==> src/speck_pkg.sv <==
package speck_pkg;

	// Cipher geometry.
	localparam int unsigned WORD_W    = 64;
	localparam int unsigned ROUNDS    = 34;
	localparam int unsigned RND_W     = $clog2(ROUNDS);
	localparam int unsigned KEY_WORDS = 4;
	localparam int unsigned ROT_A     = 8;
	localparam int unsigned ROT_B     = 3;
	localparam int unsigned CFG_IDX_W = 4;

	localparam logic [RND_W-1:0] RND_LAST = RND_W'(ROUNDS - 1);

	typedef logic [WORD_W-1:0] word_t;
	typedef logic [RND_W-1:0]  rnd_idx_t;
	typedef word_t             key_arr_t [KEY_WORDS];

	// Configuration register indexes.
	typedef enum logic [CFG_IDX_W-1:0] {
		CFG_KEY0 = 4'd0,
		CFG_KEY1 = 4'd1,
		CFG_KEY2 = 4'd2,
		CFG_KEY3 = 4'd3
	} cfg_idx_t;

	// Block actions.
	localparam logic ACT_ENCRYPT = 1'b0;
	localparam logic ACT_DECRYPT = 1'b1;

	// Sequencer states.
	typedef enum logic [2:0] {
		ST_IDLE,
		ST_EXPAND,
		ST_PRIME,
		ST_ROUND,
		ST_DONE
	} state_t;

	// Controls for the key schedule unit.
	typedef struct packed {
		logic load;
		logic step;
	} ks_ctrl_t;

	// Controls for the round unit.
	typedef struct packed {
		logic load;
		logic step;
		logic decrypt;
	} rnd_ctrl_t;

	function automatic word_t rol(word_t v, int unsigned r);
		return (v << r) | (v >> (WORD_W - r));
	endfunction

	function automatic word_t ror(word_t v, int unsigned r);
		return (v >> r) | (v << (WORD_W - r));
	endfunction

endpackage

==> src/speck_in_if.sv <==
interface speck_in_if;
	import speck_pkg::*;

	logic  valid;
	logic  ready;
	logic  action;
	word_t block_low;
	word_t block_high;

	modport source (output valid, action, block_low, block_high, input ready);
	modport sink (input valid, action, block_low, block_high, output ready);
endinterface

==> src/speck_out_if.sv <==
interface speck_out_if;
	import speck_pkg::*;

	logic  valid;
	logic  ready;
	word_t result_low;
	word_t result_high;

	modport source (output valid, result_low, result_high, input ready);
	modport sink (input valid, result_low, result_high, output ready);
endinterface

==> src/speck_cfg_if.sv <==
interface speck_cfg_if;
	import speck_pkg::*;

	logic                 valid;
	logic                 ready;
	logic [CFG_IDX_W-1:0] index;
	word_t                data;

	modport source (output valid, index, data, input ready);
	modport sink (input valid, index, data, output ready);
endinterface

==> src/speck128_256_cipher.sv <==
// Channel  Direction  Payload
// -------  ---------  ------------------------------------------------
// blk_in   sink       action, block_low (y), block_high (x)
// blk_out  source     result_low (y), result_high (x)
// cfg      sink       index (0..3 key words), data; always ready
//
// After its transfer a block passes through a read-priming state, the rounds
// in the shared round unit and a state that loads the output register, and
// then returns to idle.
// The first block after a key write first runs the key schedule.
// blk_in is ready only in idle; a finished block holds until the output
// register is free. Reset clears the key words and marks the schedule stale.
module speck128_256_cipher (
	input  logic        clk,
	input  logic        arst_n,
	speck_in_if.sink    blk_in,
	speck_out_if.source blk_out,
	speck_cfg_if.sink   cfg
);
	import speck_pkg::*;

	state_t    state_q;
	state_t    state_d;
	rnd_idx_t  cnt_q;
	logic      cnt_clr;
	logic      cnt_inc;
	logic      sched_valid_q;
	logic      decrypt_q;
	key_arr_t  key_q;
	ks_ctrl_t  ks_ctrl;
	rnd_ctrl_t rnd_ctrl;
	word_t     ks_rk;
	word_t     mem_rd_data;
	rnd_idx_t  rd_addr;
	rnd_idx_t  nxt_idx;
	logic      mem_wr_en;
	word_t     y;
	word_t     x;
	logic      in_xfer;
	logic      out_load;
	logic      out_valid_q;
	word_t     out_low_q;
	word_t     out_high_q;

	assign in_xfer = blk_in.valid & blk_in.ready;

	// Key registers; any key write marks the schedule stale.
	assign cfg.ready = 1'b1;

	always_ff @(posedge clk or negedge arst_n) begin
		if (!arst_n) begin
			for (int i = 0; i < KEY_WORDS; i++) begin
				key_q[i] <= '0;
			end
		end else if (cfg.valid) begin
			case (cfg.index)
				CFG_KEY0: key_q[0] <= cfg.data;
				CFG_KEY1: key_q[1] <= cfg.data;
				CFG_KEY2: key_q[2] <= cfg.data;
				CFG_KEY3: key_q[3] <= cfg.data;
				default: ;
			endcase
		end
	end

	always_ff @(posedge clk or negedge arst_n) begin
		if (!arst_n) begin
			sched_valid_q <= 1'b0;
		end else if (cfg.valid && cfg.index < CFG_IDX_W'(KEY_WORDS)) begin
			sched_valid_q <= 1'b0;
		end else if (state_q == ST_EXPAND && cnt_q == RND_LAST) begin
			sched_valid_q <= 1'b1;
		end
	end

	// Sequencer next state.
	always_comb begin
		state_d = state_q;
		case (state_q)
			ST_IDLE: begin
				if (in_xfer) begin
					state_d = sched_valid_q ? ST_PRIME : ST_EXPAND;
				end
			end
			ST_EXPAND: begin
				if (cnt_q == RND_LAST) begin
					state_d = ST_PRIME;
				end
			end
			ST_PRIME: state_d = ST_ROUND;
			ST_ROUND: begin
				if (cnt_q == RND_LAST) begin
					state_d = ST_DONE;
				end
			end
			ST_DONE: begin
				if (!out_valid_q || blk_out.ready) begin
					state_d = ST_IDLE;
				end
			end
			default: state_d = ST_IDLE;
		endcase
	end

	// Sequencer outputs.
	always_comb begin
		blk_in.ready     = 1'b0;
		cnt_clr          = 1'b0;
		cnt_inc          = 1'b0;
		mem_wr_en        = 1'b0;
		ks_ctrl.load     = 1'b0;
		ks_ctrl.step     = 1'b0;
		rnd_ctrl.load    = 1'b0;
		rnd_ctrl.step    = 1'b0;
		rnd_ctrl.decrypt = decrypt_q;
		out_load         = 1'b0;
		case (state_q)
			ST_IDLE: begin
				blk_in.ready  = 1'b1;
				cnt_clr       = 1'b1;
				ks_ctrl.load  = in_xfer;
				rnd_ctrl.load = in_xfer;
			end
			ST_EXPAND: begin
				cnt_inc      = 1'b1;
				mem_wr_en    = 1'b1;
				ks_ctrl.step = 1'b1;
			end
			ST_PRIME: cnt_clr = 1'b1;
			ST_ROUND: begin
				cnt_inc       = 1'b1;
				rnd_ctrl.step = 1'b1;
			end
			ST_DONE: out_load = !out_valid_q || blk_out.ready;
			default: ;
		endcase
	end

	always_ff @(posedge clk or negedge arst_n) begin
		if (!arst_n) begin
			state_q <= ST_IDLE;
			cnt_q   <= '0;
		end else begin
			state_q <= state_d;
			if (cnt_clr) begin
				cnt_q <= '0;
			end else if (cnt_inc) begin
				cnt_q <= cnt_q + 1'b1;
			end
		end
	end

	always_ff @(posedge clk) begin
		if (in_xfer) begin
			decrypt_q <= blk_in.action;
		end
	end

	// Round key read address runs one round ahead of the round unit.
	always_comb begin
		nxt_idx = '0;
		if (state_q == ST_ROUND && cnt_q != RND_LAST) begin
			nxt_idx = cnt_q + 1'b1;
		end
		rd_addr = (decrypt_q == ACT_DECRYPT) ? RND_LAST - nxt_idx : nxt_idx;
	end

	speck_ks_unit u_ks (
		.clk      (clk),
		.ctrl     (ks_ctrl),
		.key      (key_q),
		.step_idx (cnt_q),
		.rk       (ks_rk)
	);

	speck_rk_mem u_mem (
		.clk     (clk),
		.wr_en   (mem_wr_en),
		.wr_addr (cnt_q),
		.wr_data (ks_rk),
		.rd_addr (rd_addr),
		.rd_data (mem_rd_data)
	);

	speck_round_unit u_round (
		.clk     (clk),
		.ctrl    (rnd_ctrl),
		.in_low  (blk_in.block_low),
		.in_high (blk_in.block_high),
		.rk      (mem_rd_data),
		.y       (y),
		.x       (x)
	);

	// Output register.
	always_ff @(posedge clk or negedge arst_n) begin
		if (!arst_n) begin
			out_valid_q <= 1'b0;
		end else if (out_load) begin
			out_valid_q <= 1'b1;
		end else if (blk_out.ready) begin
			out_valid_q <= 1'b0;
		end
	end

	always_ff @(posedge clk) begin
		if (out_load) begin
			out_low_q  <= y;
			out_high_q <= x;
		end
	end

	assign blk_out.valid       = out_valid_q;
	assign blk_out.result_low  = out_low_q;
	assign blk_out.result_high = out_high_q;
endmodule

==> src/speck_rk_mem.sv <==
module speck_rk_mem (
	input  logic              clk,
	input  logic              wr_en,
	input  speck_pkg::rnd_idx_t wr_addr,
	input  speck_pkg::word_t  wr_data,
	input  speck_pkg::rnd_idx_t rd_addr,
	output speck_pkg::word_t  rd_data
);
	import speck_pkg::*;

	word_t mem_q [ROUNDS];
	word_t rd_data_q;

	// One write port for the key schedule.
	always_ff @(posedge clk) begin
		if (wr_en) begin
			mem_q[wr_addr] <= wr_data;
		end
	end

	// Registered read port for the round unit.
	always_ff @(posedge clk) begin
		rd_data_q <= mem_q[rd_addr];
	end

	assign rd_data = rd_data_q;
endmodule

==> src/speck_ks_unit.sv <==
module speck_ks_unit (
	input  logic                clk,
	input  speck_pkg::ks_ctrl_t ctrl,
	input  speck_pkg::key_arr_t key,
	input  speck_pkg::rnd_idx_t step_idx,
	output speck_pkg::word_t    rk
);
	import speck_pkg::*;

	word_t k_q;
	word_t l_q [3];
	word_t nl;
	word_t k_nxt;

	// One schedule step: new l word, then the next round key.
	always_comb begin
		nl    = (k_q + ror(l_q[0], ROT_A)) ^ WORD_W'(step_idx);
		k_nxt = rol(k_q, ROT_B) ^ nl;
	end

	// The l words form a short shift line.
	always_ff @(posedge clk) begin
		if (ctrl.load) begin
			k_q    <= key[0];
			l_q[0] <= key[1];
			l_q[1] <= key[2];
			l_q[2] <= key[3];
		end else if (ctrl.step) begin
			k_q    <= k_nxt;
			l_q[0] <= l_q[1];
			l_q[1] <= l_q[2];
			l_q[2] <= nl;
		end
	end

	assign rk = k_q;
endmodule

==> src/speck_round_unit.sv <==
module speck_round_unit (
	input  logic                 clk,
	input  speck_pkg::rnd_ctrl_t ctrl,
	input  speck_pkg::word_t     in_low,
	input  speck_pkg::word_t     in_high,
	input  speck_pkg::word_t     rk,
	output speck_pkg::word_t     y,
	output speck_pkg::word_t     x
);
	import speck_pkg::*;

	word_t y_q;
	word_t x_q;
	word_t y_nxt;
	word_t x_nxt;

	// One ARX round, forward or inverse.
	always_comb begin
		if (ctrl.decrypt == ACT_DECRYPT) begin
			y_nxt = ror(y_q ^ x_q, ROT_B);
			x_nxt = rol((x_q ^ rk) - y_nxt, ROT_A);
		end else begin
			x_nxt = (ror(x_q, ROT_A) + y_q) ^ rk;
			y_nxt = rol(y_q, ROT_B) ^ x_nxt;
		end
	end

	// Block state registers.
	always_ff @(posedge clk) begin
		if (ctrl.load) begin
			y_q <= in_low;
			x_q <= in_high;
		end else if (ctrl.step) begin
			y_q <= y_nxt;
			x_q <= x_nxt;
		end
	end

	assign y = y_q;
	assign x = x_q;
endmodule

==> src/flat_wrapper.sv <==
// flat-port wrapper written by rule: the top's interface ports become plain ports
module speck128_256_cipher_flat import speck_pkg::*;
  (clk, arst_n, blk_in_valid, blk_in_action, blk_in_block_low, blk_in_block_high, blk_in_ready, blk_out_valid, blk_out_result_low, blk_out_result_high, blk_out_ready, cfg_valid, cfg_index, cfg_data, cfg_ready);
  speck_in_if blk_in_i ();
  speck_out_if blk_out_i ();
  speck_cfg_if cfg_i ();
  input  logic clk;
  input  logic arst_n;
  input wire logic [$bits(blk_in_i.valid)-1:0] blk_in_valid;
  input wire logic [$bits(blk_in_i.action)-1:0] blk_in_action;
  input wire logic [$bits(blk_in_i.block_low)-1:0] blk_in_block_low;
  input wire logic [$bits(blk_in_i.block_high)-1:0] blk_in_block_high;
  output wire logic [$bits(blk_in_i.ready)-1:0] blk_in_ready;
  output wire logic [$bits(blk_out_i.valid)-1:0] blk_out_valid;
  output wire logic [$bits(blk_out_i.result_low)-1:0] blk_out_result_low;
  output wire logic [$bits(blk_out_i.result_high)-1:0] blk_out_result_high;
  input wire logic [$bits(blk_out_i.ready)-1:0] blk_out_ready;
  input wire logic [$bits(cfg_i.valid)-1:0] cfg_valid;
  input wire logic [$bits(cfg_i.index)-1:0] cfg_index;
  input wire logic [$bits(cfg_i.data)-1:0] cfg_data;
  output wire logic [$bits(cfg_i.ready)-1:0] cfg_ready;
  assign blk_in_i.valid = blk_in_valid;
  assign blk_in_i.action = blk_in_action;
  assign blk_in_i.block_low = blk_in_block_low;
  assign blk_in_i.block_high = blk_in_block_high;
  assign blk_in_ready = blk_in_i.ready;
  assign blk_out_valid = blk_out_i.valid;
  assign blk_out_result_low = blk_out_i.result_low;
  assign blk_out_result_high = blk_out_i.result_high;
  assign blk_out_i.ready = blk_out_ready;
  assign cfg_i.valid = cfg_valid;
  assign cfg_i.index = cfg_index;
  assign cfg_i.data = cfg_data;
  assign cfg_ready = cfg_i.ready;
  speck128_256_cipher u_core (.clk(clk), .arst_n(arst_n), .blk_in(blk_in_i), .blk_out(blk_out_i), .cfg(cfg_i));
endmodule
==> config.mk <==
export PLATFORM = sky130hd
export DESIGN_NAME = speck128_256_cipher_flat
export DESIGN_NICKNAME = d
export VERILOG_FILES = /design/src/speck_pkg.sv /design/src/speck_in_if.sv /design/src/speck_out_if.sv /design/src/speck_cfg_if.sv /design/src/speck128_256_cipher.sv /design/src/speck_rk_mem.sv /design/src/speck_ks_unit.sv /design/src/speck_round_unit.sv /design/src/flat_wrapper.sv
export SDC_FILE = /design/constraint.sdc
export NUM_CORES = 2
export LEC_CHECK = 0
export BUFFER_PORTS_ARGS = -buffer_cell sky130_fd_sc_hd__buf_2
export CORE_UTILIZATION = 59
export CTS_BUF_LIST = sky130_fd_sc_hd__clkbuf_4 sky130_fd_sc_hd__clkbuf_8
export DETAILED_ROUTE_END_ITERATION = 16
export PLACE_DENSITY = 0.79
export SETUP_SLACK_MARGIN = 0.4
export SLEW_MARGIN = 25
export SYNTH_ARGS = -nofsm -noshare
export SYNTH_HDL_FRONTEND = slang
export SYNTH_SLANG_ARGS = --single-unit
==> constraint.sdc <==
create_clock -name clk -period 7.6 [get_ports clk]
set_input_delay 1.9 -clock clk [delete_from_list [all_inputs] [get_ports clk]]
set_output_delay 1.9 -clock clk [all_outputs]
set_load 0.02 [all_outputs]
==> out/results.ini <==
[critical_path]
cp-start-kind = flop
crit_chain = nor2_1, nand2_1, nor3b_2, nand3b_2, nor2_4, clkinv_2, ha_1, nand2_1, o21ai_0, o21ai_4, buf_4, nor2b_4, buf_4, o211ai_1, o221ai_1
critPathKind = reg2reg
slowest_stage = clkinv_2
crit_buf_inv = 3
end_kind = flop
crit_required_ps = 8610
cpPeakStageDelay_ps = 910
r2r_setup_slack_ps = 1470
timing.critical_path.max_delay_family = simple AND/OR/NAND/NOR gates
arrival_ps = 7140
critPathMaxFanout = 34

[status]
status = complete, no violations

[global_routing]
antenna_found_initial = 22
overflow = 0
grt_pass1_wl_um = 531000
first_global_vias = 78400
grt_usage_pct = 33.3
grt_max_degree = 171

[timing]
fin_hold_ws_ps = 459
fin_ws_ps = 1470
slew_viol_final = 0
max_freq_mhz = 163
hold_viol_final = 0
fin_crit_ps = 6130
worst_pin_slew_ps = 1160
fin_tns_setup_ps = 0
skew_ps = 109
maxSlewHeadroom_pct = 22.1
timing.final.crit_share_pct = 80.7
setup_viol = 0
rsz0062_at_grt = false

[logic_synthesis]
synth-async-reset-ratio_pct = 8.84
synth_nets = 8588
synth_seq_area_share_pct = 68.6
synth_area_mm2 = 0.129
ys_ff_latch = 3020
synth_edf_count = 2689
ys_warn_count = 0
synth_ff_type = edfxtp_1
synthCells = 8191
synth.avg_cell_area_um2 = 15.8
synth_cell_type_count = 92

[drt]
postRouteAntennaNets = 0
num_vias = 78800
totalWireLength_um = 371000
vias_per_cell = 6.56
first_iter_violations = 10700
firstDrtPassIters = 6
wire_per_inst_um = 30.9
drc_errors = 0

[floorplanning]
io_pins = 333
die_h_um = 470
die_w_um = 470
coreArea_mm2 = 0.217
start_util_pct = 59.5
rows = 171
die-area_mm2 = 0.221

[run]
drv_cap = 0

[clocking]
holdBufCountCts = 0
root_buffer = clkbuf_8
clockBufferDepth = 4
tritoncts = built
clock_latency_ps = 1160
cts_sinks = 3020
post_cts_buffers = 0
path_clk_slew_ps = 60
cts_resized = 0
cts_buffers = 467
htreeDepth = 5

[final_layout]
seq_area_mm2 = 0.0887
final_common_cell = edfxtp_1
fillCellCount = 14100
drive_above_1_share_pct = 24.6
multiInputGateArea_mm2 = 0.0390
final_nets = 9153
area_growth_pct = 12.1
final_cell_mix = edfxtp_1, nand2_1, mux4_2, clkbuf_8, a21oi_1

[place]
dp_slack_ps = 1650
port-buffer-count = 331
gp_congestion = 0.992
dp_hpwl_um = 226000

[worst_hold_path]
worstHoldPathType = reg2reg

[cell families (layout without fill, tap and decap cells)]
kind of cell             count (synthesis)  count (layout)  share of synthesized area [%]
AND/OR/NAND/NOR                       1885            1885                           6.08
AO/OA/AOI/OAI                         1194            1194                           5.91
other                                    1              16                        0.00290
multiplexers                           917             917                           12.6
XOR/XNOR                               491             491                           3.33
buffers and inverters                  488            1438                           1.56
adder cells (fa/ha/maj)                195             195                           1.90
flip-flops                            3020            3020                           68.6
[area by class of cell]
cell class	instances	share of cell area, %
multi-input cells	4683	26.9
diodes	15	0.0259
clock buffers	713	5.96
well taps	2854	2.46
clock inverters	141	0.664
flip-flops and latches	3020	61.2
repair buffers	529	2.66
inverters	55	0.148
[flip-flops by register name, indices dropped and copies added, names as in the netlist, 3 cells and up]
register	count
u_core.u_mem.mem_q	2176
u_core.key_q	256
u_core.u_ks.l_q	192
u_core.blk_out.result_high	64
u_core.blk_out.result_low	64
u_core.u_ks.rk	64
u_core.u_mem.rd_data	64
u_core.u_round.x	64
u_core.u_round.y	64
u_core.cnt_q	6
u_core.state_q	3
[path summary, 6_finish.rpt]
kind | start | to | cells past startpoint
min reg2reg | u_core.u_ks.l_q[0][101] | u_core.u_ks.l_q[0][37] | 2
max reg2reg | u_core.cnt_q[3] | u_core.u_mem.rd_data[34] | 15
max in group asynchronous | arst_n | u_core.key_q[12] | 2
max | u_core.cnt_q[3] | u_core.u_mem.rd_data[34] | 15
min | u_core.u_ks.l_q[0][101] | u_core.u_ks.l_q[0][37] | 2
min in group asynchronous | arst_n | u_core.key_q[161] | 1
[worst min-delay path, stage by stage, from the launching register on]
cell	delay [ps]
edfxtp_1	320
nand2_1	50
nand2_1	40
[synth_stat cells, types with 187 or more instances]
library cell	number	area (um^2)
clkbuf_1	306	1150
a21oi_1	375	1880
xor2_1	187	1640
nand2_1	1266	4750
dfrtp_1	267	6680
o21ai_0	255	1280
nor2_1	243	912
xnor2_1	303	2650
mux2_2	304	3420
edfxtp_1	2689	80700
ha_1	192	2400
mux4_2	538	12100
[metal layers]
metal,vias to the layer above,GRT usage (%),wire length (um)
met3,969,6.72,42000
met1,39600,43.7,133000
met5,-,0,18
met4,4,14.6,17200
li1,32700,-,-
met2,5576,54.3,179000
[per-stage QoR]
step,cells,cell area (um^2),utilization [%]
after global routing,12000,145000,66.7
final,12000,145000,66.7
after CTS,12000,145000,66.5
after global placement,11100,135000,61.9
after floorplan,8191,129000,-
after detailed placement,11100,135000,62.1
Power is not shown: default switching activity piles up to over one toggle a cycle in this logic, so the estimate is an artifact.
